--- src/oamd_pkg.sv ---
// Shared types and constants for the opcode ALU with serial multiply and divide.
// Used by oamd_step_unit and opcode_alu_serial_mul_div; depends on nothing.
package oamd_pkg;

	localparam int CMD_W          = 8;
	localparam int RESULT_W       = 32;
	localparam int ACC_W          = RESULT_W + 1;
	localparam int DEF_OPERAND_W  = 32;
	localparam int S_TDATA_W      = CMD_W + 2 * RESULT_W;

	// Raw opcode bytes
	localparam logic [CMD_W-1:0] OP_ADD = 8'h01;
	localparam logic [CMD_W-1:0] OP_SUB = 8'h02;
	localparam logic [CMD_W-1:0] OP_MUL = 8'h04;
	localparam logic [CMD_W-1:0] OP_DIV = 8'h08;
	localparam logic [CMD_W-1:0] OP_OR  = 8'h10;
	localparam logic [CMD_W-1:0] OP_XOR = 8'h20;

	typedef enum logic [2:0] {
		K_ADD,
		K_SUB,
		K_MUL,
		K_DIV,
		K_OR,
		K_XOR,
		K_BAD
	} op_kind_t;

	typedef struct packed {
		op_kind_t              kind;
		logic [ACC_W-1:0]      acc;     // running product or partial remainder
		logic [RESULT_W-1:0]   opa;
		logic [RESULT_W-1:0]   opb;     // addend, shifted multiplicand or divisor
		logic                  abit;    // operand A bit consumed this step
		logic                  bzero;
		logic                  sticky;  // a one bit of the dividend was already seen
	} step_in_t;

	typedef struct packed {
		logic [ACC_W-1:0]      acc_next;
		logic                  qbit;
		logic [RESULT_W-1:0]   res;
	} step_out_t;

endpackage

--- src/oamd_step_unit.sv ---
// One step of the ALU: add, subtract, one multiply accumulate or one restoring
// divide trial around a single shared adder, or a bitwise OR or XOR. Depends on oamd_pkg.
module oamd_step_unit (
	input  oamd_pkg::step_in_t  step_in,
	output oamd_pkg::step_out_t step_out
);
	import oamd_pkg::*;

	logic [ACC_W-1:0] add_x;
	logic [ACC_W-1:0] add_y;
	logic             add_cin;
	logic [ACC_W:0]   add_sum;
	logic [ACC_W-1:0] rem_shift;

	assign rem_shift = {step_in.acc[ACC_W-2:0], step_in.abit};
	assign add_sum   = {1'b0, add_x} + {1'b0, add_y} + (ACC_W + 1)'(add_cin);

	always_comb begin
		add_x   = ACC_W'(step_in.opa);
		add_y   = ACC_W'(step_in.opb);
		add_cin = 1'b0;
		unique case (step_in.kind)
			K_SUB: begin
				add_y   = ~ACC_W'(step_in.opb);
				add_cin = 1'b1;
			end
			K_MUL: begin
				add_x = {1'b0, step_in.acc[RESULT_W-1:0]};
				add_y = step_in.abit ? ACC_W'(step_in.opb) : '0;
			end
			K_DIV: begin
				add_x   = rem_shift;
				add_y   = ~ACC_W'(step_in.opb);
				add_cin = 1'b1;
			end
			default: begin
			end
		endcase
	end

	always_comb begin
		step_out.acc_next = step_in.acc;
		step_out.qbit     = 1'b0;
		step_out.res      = '0;
		unique case (step_in.kind)
			K_ADD, K_SUB: step_out.res = add_sum[RESULT_W-1:0];
			K_MUL: step_out.acc_next = {1'b0, add_sum[RESULT_W-1:0]};
			K_DIV: begin
				// carry out set means no borrow: the divisor fits
				if (step_in.bzero) begin
					step_out.qbit = step_in.sticky | step_in.abit;
				end else begin
					step_out.qbit = add_sum[ACC_W];
				end
				step_out.acc_next = add_sum[ACC_W] ? add_sum[ACC_W-1:0] : rem_shift;
			end
			K_OR:  step_out.res = step_in.opa | step_in.opb;
			K_XOR: step_out.res = step_in.opa ^ step_in.opb;
			default: step_out.res = '0;
		endcase
	end

endmodule

--- src/opcode_alu_serial_mul_div.sv ---
// Top level of the opcode ALU: stream ports, sequencer and operand registers.
// Depends on oamd_pkg and oamd_step_unit.
//
// Takes one word {operand_b, operand_a, cmd} and returns one 32-bit result
// with a bad-opcode flag in tuser. Add, subtract, OR and XOR take a single step
// in the shared step unit; multiply (shift-and-add, LSB first) and restoring
// divide (MSB first) take OPERAND_WIDTH steps, one operand bit per cycle
// through the same adder. Input ready is low from accept until the result
// word is taken. Operands use only their low OPERAND_WIDTH bits. Divide by
// zero returns a run of ones one longer than the dividend's bit length,
// capped at 32 bits. An unknown opcode byte, including one with several
// code bits set, returns zero with tuser set.
module opcode_alu_serial_mul_div #(
	parameter int OPERAND_WIDTH = oamd_pkg::DEF_OPERAND_W
) (
	input  logic                               clk,
	input  logic                               arst_n,
	input  logic                               s_axis_tvalid,
	output logic                               s_axis_tready,
	// [7:0] cmd, [39:8] operand_a, [71:40] operand_b
	input  logic [oamd_pkg::S_TDATA_W-1:0]     s_axis_tdata,
	output logic                               m_axis_tvalid,
	input  logic                               m_axis_tready,
	// [31:0] result_value
	output logic [oamd_pkg::RESULT_W-1:0]      m_axis_tdata,
	// [0] bad_opcode
	output logic                               m_axis_tuser
);
	import oamd_pkg::*;

	localparam int W     = OPERAND_WIDTH;
	localparam int CNT_W = $clog2(W);

	typedef enum logic [2:0] {
		ST_IDLE = 3'b001,
		ST_EXEC = 3'b010,
		ST_DONE = 3'b100
	} state_t;

	state_t             state_q;
	op_kind_t           kind_q;
	logic [CNT_W-1:0]   cnt_q;
	logic [ACC_W-1:0]   acc_q;
	logic [W-1:0]       opa_q;
	logic [RESULT_W-1:0] opb_q;
	logic [W-1:0]       quo_q;
	logic               bzero_q;
	logic               sticky_q;
	logic [RESULT_W-1:0] res_q;
	logic               bad_q;

	logic [CMD_W-1:0]    in_cmd;
	logic [W-1:0]        in_a;
	logic [W-1:0]        in_b;
	op_kind_t            in_kind;
	logic                in_accept;
	logic                out_accept;
	step_in_t            step_in;
	step_out_t           step_out;
	logic [W-1:0]        quo_next;
	logic [RESULT_W:0]   dz_word;
	logic                last_step;

	assign in_cmd = s_axis_tdata[CMD_W-1:0];
	assign in_a   = s_axis_tdata[CMD_W +: W];
	assign in_b   = s_axis_tdata[CMD_W + RESULT_W +: W];

	assign s_axis_tready = (state_q == ST_IDLE);
	assign m_axis_tvalid = (state_q == ST_DONE);
	assign m_axis_tdata  = res_q;
	assign m_axis_tuser  = bad_q;
	assign in_accept     = s_axis_tvalid && s_axis_tready;
	assign out_accept    = m_axis_tvalid && m_axis_tready;

	always_comb begin
		unique case (in_cmd)
			OP_ADD:  in_kind = K_ADD;
			OP_SUB:  in_kind = K_SUB;
			OP_MUL:  in_kind = K_MUL;
			OP_DIV:  in_kind = K_DIV;
			OP_OR:   in_kind = K_OR;
			OP_XOR:  in_kind = K_XOR;
			default: in_kind = K_BAD;
		endcase
	end

	always_comb begin
		step_in.kind   = kind_q;
		step_in.acc    = acc_q;
		step_in.opa    = RESULT_W'(opa_q);
		step_in.opb    = opb_q;
		step_in.abit   = (kind_q == K_MUL) ? opa_q[0] : opa_q[W-1];
		step_in.bzero  = bzero_q;
		step_in.sticky = sticky_q;
	end

	oamd_step_unit u_step (
		.step_in  (step_in),
		.step_out (step_out)
	);

	assign quo_next  = {quo_q[W-2:0], step_out.qbit};
	// divide by zero: one more one above the dividend's bit length
	assign dz_word   = {(RESULT_W)'(quo_next), 1'b1};
	assign last_step = (cnt_q == '0);

	always_ff @(posedge clk or negedge arst_n) begin
		if (!arst_n) begin
			state_q <= ST_IDLE;
		end else begin
			unique case (state_q)
				ST_IDLE: if (in_accept) state_q <= ST_EXEC;
				ST_EXEC: begin
					if (!(kind_q == K_MUL || kind_q == K_DIV) || last_step) begin
						state_q <= ST_DONE;
					end
				end
				ST_DONE: if (out_accept) state_q <= ST_IDLE;
				default: state_q <= ST_IDLE;
			endcase
		end
	end

	always_ff @(posedge clk) begin
		if (in_accept) begin
			kind_q   <= in_kind;
			cnt_q    <= CNT_W'(W - 1);
			acc_q    <= '0;
			opa_q    <= in_a;
			opb_q    <= RESULT_W'(in_b);
			quo_q    <= '0;
			bzero_q  <= (in_b == '0);
			sticky_q <= 1'b0;
			bad_q    <= (in_kind == K_BAD);
		end else if (state_q == ST_EXEC) begin
			acc_q <= step_out.acc_next;
			quo_q <= quo_next;
			cnt_q <= cnt_q - CNT_W'(1);
			if (kind_q == K_MUL) begin
				// advance: consume multiplier LSB, double the multiplicand
				opa_q <= opa_q >> 1;
				opb_q <= opb_q << 1;
			end else begin
				opa_q    <= opa_q << 1;
				sticky_q <= sticky_q | opa_q[W-1];
			end
			priority if (kind_q == K_MUL) begin
				if (last_step) res_q <= step_out.acc_next[RESULT_W-1:0];
			end else if (kind_q == K_DIV) begin
				if (last_step) begin
					res_q <= bzero_q ? dz_word[RESULT_W-1:0] : RESULT_W'(quo_next);
				end
			end else begin
				res_q <= step_out.res;
			end
		end
	end

	// single-item sequencer: never takes input while a result waits
	assert property (@(posedge clk) disable iff (!arst_n)
		!(s_axis_tready && m_axis_tvalid))
		else $error("input ready while result pending");

	assert property (@(posedge clk) disable iff (!arst_n)
		in_accept |=> !m_axis_tvalid && !s_axis_tready)
		else $error("result or ready right after accept");

	assert property (@(posedge clk) disable iff (!arst_n)
		(m_axis_tvalid && m_axis_tuser) |-> (m_axis_tdata == '0))
		else $error("bad opcode with nonzero result");

endmodule

--- config.mk ---
export PLATFORM = sky130hd
export DESIGN_NAME = opcode_alu_serial_mul_div
export DESIGN_NICKNAME = d
export VERILOG_FILES = /design/src/oamd_pkg.sv /design/src/oamd_step_unit.sv /design/src/opcode_alu_serial_mul_div.sv
export SDC_FILE = /design/constraint.sdc
export NUM_CORES = 1
export LEC_CHECK = 0
export BUFFER_PORTS_ARGS = -buffer_cell sky130_fd_sc_hd__buf_2
export CORE_MARGIN = 1.5
export CORE_UTILIZATION = 55
export CTS_BUF_LIST = sky130_fd_sc_hd__clkbuf_8
export DETAILED_ROUTE_END_ITERATION = 10
export PLACE_DENSITY = 0.76
export SYNTH_ARGS = -nofsm -noshare
export SYNTH_HDL_FRONTEND = slang
export SYNTH_SLANG_ARGS = --single-unit
--- constraint.sdc ---
create_clock -name clk -period 5.3 [get_ports clk]
set_input_delay 0.53 -clock clk [delete_from_list [all_inputs] [get_ports clk]]
set_output_delay 0.53 -clock clk [all_outputs]
set_load 0.005 [all_outputs]
## Word level (Yosys, flattened, before mapping)

Index checks and enable logic that the tools add are counted.

- Flip-flop bits (word level): 173
- Logic and storage cells: 83

- Add/subtract/negate cells: 3
- Equal/unequal tests: 20
- Muxes and demuxes: 26
- Bitwise logic cells: 7
- Reduce and logical (&&, ||, !) cells: 16

Operators with widths:

| kind | number |
|---|---|
| $mux W32 | 13 |
| $pmux W33 S2 | 2 |
| $pmux W32 S3 | 1 |
| $pmux W32 S2 | 1 |
| $add A33 B33 Y34 | 1 |
| $add A34 B1 Y34 | 1 |
| $not A32 Y33 | 1 |
| $logic_not A32 Y1 | 1 |
| $or A32 B32 Y32 | 1 |
| $xor A32 B32 Y32 | 1 |
| $pmux W3 S6 | 1 |
| $eq A3 B3 Y1 const B | 4 |
| $eq A3 B2 Y1 const B | 3 |
| $mux W3 | 3 |
| $pmux W3 S3 | 1 |
| $eq A8 B1 Y1 const B | 1 |
| $eq A8 B2 Y1 const B | 1 |
| $eq A8 B3 Y1 const B | 1 |
| $eq A8 B4 Y1 const B | 1 |
| $eq A8 B5 Y1 const B | 1 |
| $eq A8 B6 Y1 const B | 1 |
| $eq A3 B1 Y1 const B | 2 |
| $ne A2 B2 Y1 const B | 3 |
| $logic_not A5 Y1 | 1 |
| 14 further kinds | 25 |

## Longest topological paths before layout

- Word-level depth: 12
- Gate-level depth with buffers: 18
- Gate-level depth less buffers: 15

## By module

A second synthesis with hierarchy kept.

- Cells, all modules: 1,622
- Area total of the unflattened synthesis: 12,893.6 µm²

Modules (own cells, without submodules):

| module | instances | cells an instance | area each (µm²) |
|---|---|---|---|
| opcode_alu_serial_mul_div | 1 | 827 | 7,990.2 |
| oamd_step_unit | 1 | 795 | 4,903.5 |

## Worst setup path before layout

No wires, ideal clock.

- Kind: flip-flop to flip-flop
- Start: reg kind_q[0]
- End: reg res_q[31] (netlist: m_axis_tdata[31]), data pin
- Library setup time: 0.259 ns
- Arrival time: 3.575 ns
- Data required time: 5.041 ns
- Path slack: 1.466 ns
- Cell stages (with the launch flop): 16
- Buffers on the path: 3
- Period minus slack after synthesis: 3.834 ns
- Cells stage by stage: edfxtp_1 -> buf_4 -> clkbuf_1 -> clkbuf_1 -> mux2i_1 -> o21ai_0 -> ha_1 -> nor2b_1 -> o31a_1 -> o211a_1 -> o21a_1 -> o211ai_2 -> o211ai_1 -> a21oi_1 -> xnor2_1 -> o31a_1

- Longest elaborated chain between the ends: 10
- Elaborated cells between the ends (all ways): 21
- Those cells by class: 2 x add/sub; 5 x eq/ne; 11 x mux; 3 x reduce/logical

RTL lines:

| item | RTL line | text |
|---|---|---|
| start: declaration | opcode_alu_serial_mul_div.sv:41 | `op_kind_t kind_q;` |
| start signal: assignment | opcode_alu_serial_mul_div.sv:126 | `kind_q <= in_kind;` |
| $eq A3 B2 Y1 | -- |  |
| $mux W1 | opcode_alu_serial_mul_div.sv:92 | `step_in.abit = (kind_q == K_MUL) ? opa_q[0] : opa_q[W-1];` |
| $mux W32 | oamd_step_unit.sv:29 | `add_y = step_in.abit ? ACC_W'(step_in.opb) : '0;` |
| $pmux W33 S2 | oamd_step_unit.sv:22 | `unique case (step_in.kind)` |
| $add A33 B33 Y34 | oamd_step_unit.sv:16 | `assign add_sum = {1'b0, add_x} + {1'b0, add_y} + (ACC_W + 1)'(add_cin);` |
| $add A34 B1 Y34 | oamd_step_unit.sv:16 |  |
| $mux W32 | oamd_step_unit.sv:55 | `step_out.acc_next = add_sum[ACC_W] ? add_sum[ACC_W-1:0] : rem_shift;` |
| $pmux W32 S2 | oamd_step_unit.sv:45 | `unique case (step_in.kind)` |
| $mux W32 | opcode_alu_serial_mul_div.sv:148 | `if (last_step) res_q <= step_out.acc_next[RESULT_W-1:0];` |
| $mux W32 (*) | opcode_alu_serial_mul_div.sv:147 | `priority if (kind_q == K_MUL) begin` |
| end signal: assignment | opcode_alu_serial_mul_div.sv:148 |  |
| end signal: assignment | opcode_alu_serial_mul_div.sv:151 | `res_q <= bzero_q ? dz_word[RESULT_W-1:0] : RESULT_W'(quo_next);` |
| end signal: assignment | opcode_alu_serial_mul_div.sv:154 | `res_q <= step_out.res;` |
| end: declaration | opcode_alu_serial_mul_div.sv:49 | `logic [RESULT_W-1:0] res_q;` |

Every way passes the cells marked *; elsewhere a longest branch is shown, timed or not. The select of a mux whose other input is x is not followed.
A chain may end at the register's enable or synchronous reset.

## Worst setup path in the final report

- Start: reg kind_q[1]
- End: reg res_q[30] (netlist: m_axis_tdata[30]), data pin

The elaborated chain is that of the path after synthesis.

==> qor.csv <==
metric,value,unit
post-cts resize count,0,
Initial Util,56.72,%
Core ar.,20490,sq um
"Arr. time, crit path",4840,ps
DR iter-0 viols,868,
Clock Power Share,14.5,%
crit-path cells,nand2b_2 > buf_4 > buf_4 > o21ai_0 > ha_1 > nand2_1 > o21ai_0 > a21oi_1 > a21oi_1 > nand2_1 > o21ai_1 > o311ai_2 > o311ai_0,
Post-Layout Inst Area,12730,sq um
Max Slew Vio Count,0,
Power Total,6738,uW
pin count of the biggest net entering global routing,100,
Mapped Cells,1425,
"count leader, synth",nand2_1,
leakage,0.005378,uW
Flop pwr share,31.3,%
Logic pwr share,54.2,%
Multi-input gate area,6492,sq um
most instantiated cells after synthesis,"nand2_1, o21ai_0, nor2_1",
max-cap violations,0,
Synth Register Bits,173,
Area Overhead vs Synth,9.516,%
chip height,148.4,um
worst hold slack,300.8,ps
Max clock buf depth,2,
Int Pwr,3513,uW
number of global-route vias before repair,10068,
Post-DP Area,12320,sq um
IO buf count,110,
proportion of layout cells with a drive suffix above 1,12.99,%
YS warnings,0,
CP required,5510,ps
"EDFF count, synth",101,
CTS tree,yes,
initial antenna violation count,0,
critical path class,register to register,
Switch Pwr,3224,uW
CP Max Fanout,26,
CTS root buf,clkbuf_8,
drt via density,6.050,
Mapped Area,11620,sq um
Sw Ratio,47.85,%
Final setup viols,0,
die width,148.4,um
Final Hold Fails,0,
vias,10666,
Row Count,52,
Num CTS Buffers,17,
Rel. slew slack,23.04,%
H-tree depth,4,
Filler cells,1855,
Fmax achieved,216.0,MHz
Post-CTS Repair Setup Buffers,0,
IO Count,111,
min-delay worst type,primary input to register,
Setup Slack @ Placement,778.0,ps
Critical-path top delay cell,edfxtp_1,
DR WL/cell,19.46,um
GRT Overall Usage,31.40,%
CTS sink cnt,173,
outcome,completed,
Main synth FF type,edfxtp_1,
"Seq/Total Area, Yosys",38.63,%
Mapped Nets,1567,
power density cells,529.3,nW/um^2
Antenna Nets Post-Route,0,
global-route wire length before repair,53.41,mm
ANT cells,0,
"Async S/R FF share, synth",1.734,%
# nets final,1622,
final worst-path cycle share,87.35,%
CP peak stage delay,650,ps
total length of routed wires,34.31,mm
slew at the pin closest to its max-slew limit,1154,ps
register area,4491,sq um
hpwl dp,24.94,mm
Peak supply drop,0.4065,mV
Layout Skew,15.84,ps
clk_lat worst skew,480,ps
Pre-antenna DRT Iters,6,
syn_area_per_cell,8.157,sq um
dominant cells by area after synthesis,"edfxtp_1, dfxtp_1, o21ai_0",
Residual DRC,0,
Yosys top cell by area,edfxtp_1,
die area,22020,sq um
RePlAce Congestion,0.9521,
Setup TNS,0,ps
Final min period,4630,ps
clock slew at reported path FFs,110,ps
CP startpoint kind,register,
RSZ-0062 raised after global routing,no,
remaining global-route overflow,0,
synth unique cells,76,
Setup WS post-layout,670.4,ps
CP endpoint kind,register,
Yosys top cell area share,26.09,%
[layout by cell type (no fill, tap or decap), drive strengths merged, types with 19 or more instances in the layout]
cell,n
nand2,238
dfxtp,69
ha,64
a221oi,21
inv,86
edfxtp,101
nor2,129
mux2i,58
a21o,19
a21oi,121
o21ai,236
buf,128
[state kept, by name, summed over array words and instances, names as in the netlist, 3 cells and up]
register,cells
quo_q,31
kind_q,3
m_axis_tdata,32
opb_q,32
cnt_q,5
opa_q,32
state_q,3
acc_q,32
[worst paths after layout]
| path | start | endpoint | slack, ps | depth (start not counted) |
|---|---|---|---|---|
| hold / removal | m_axis_tready | state_q[0]$_DFFE_PN1P_ | 300 | 3 |
| max in group asynchronous | arst_n | state_q[0]$_DFFE_PN1P_ | 4740 | 2 |
| setup / recovery | kind_q[1]$_DFFE_PP_ | m_axis_tdata[30]$_DFFE_PP_ | 670 | 13 |
| hold reg to reg | sticky_q$_SDFFE_PP0P_ | sticky_q$_SDFFE_PP0P_ | 470 | 2 |
| min in group asynchronous | arst_n | state_q[2]$_DFFE_PN0P_ | 370 | 2 |
| setup reg to reg | kind_q[1]$_DFFE_PP_ | m_axis_tdata[30]$_DFFE_PP_ | 670 | 13 |
[cells by family after synthesis]
logic type / after synthesis / share of synthesized area [%]
DFF: 173 / 38.63
and+or+nand+nor: 447 / 16.49
buffers and inverters: 168 / 5.737
AOI/OAI and AO/OA: 472 / 23.65
adders and majority gates: 66 / 7.234
muxes: 66 / 5.770
xor gates and xnor gates: 33 / 2.486
[critical path, delay by kind of cell (launching register included)]
family          cells  cell delay [ps]
simple gates        3              650
buf+inv             2              680
flops               1              650
compound gates      7             1930
fa+ha+maj           1              440
[power groups by stage]
stage | logic, uW | registers (uW) | clock network, uW
after floorplan | 2590 | 2030 | 0
after global placement | 3560 | 2120 | 0
after detailed placement | 3580 | 2130 | 0
after CTS | 3610 | 2100 | 984
after global routing | 4030 | 2140 | 1040
final | 3660 | 2110 | 975
[what timing repair did]
action | CTS | global route
endpoints found under the setup margin | 0 | 0
hold endpoints to repair | 3 | 0
hold buffers | 1 | 0
[metrics by stage]
| stage | instances | utilization [%] |
|---|---|---|
| final | 1763 | 62.11 |
| after global placement | 1730 | 60.09 |
| after global routing | 1763 | 62.11 |
| after floorplan | 1425 | - |
| after detailed placement | 1730 | 60.09 |
| after CTS | 1763 | 62.11 |
[area by class of cell]
class | instances | area share (%)
inverters | 75 | 2.231
repair buffers | 129 | 5.661
multi-input cells | 1084 | 51.00
clock buffers | 17 | 1.838
flip-flops and latches | 173 | 35.28
clock inverters | 15 | 1.337
well taps | 270 | 2.654
[routing by layer]
metal / share of wire (%) / GRT usage, % / up-vias
met1: 42 / 40.00 / 4993
met2: 48 / 51.82 / 391
met5: 0 / 0 / -
met4: 5.1 / 16.88 / 0
li1: - / - / 5185
met3: 5.4 / 4.417 / 97
No activity file was read; power rests on OpenSTA's default activity.
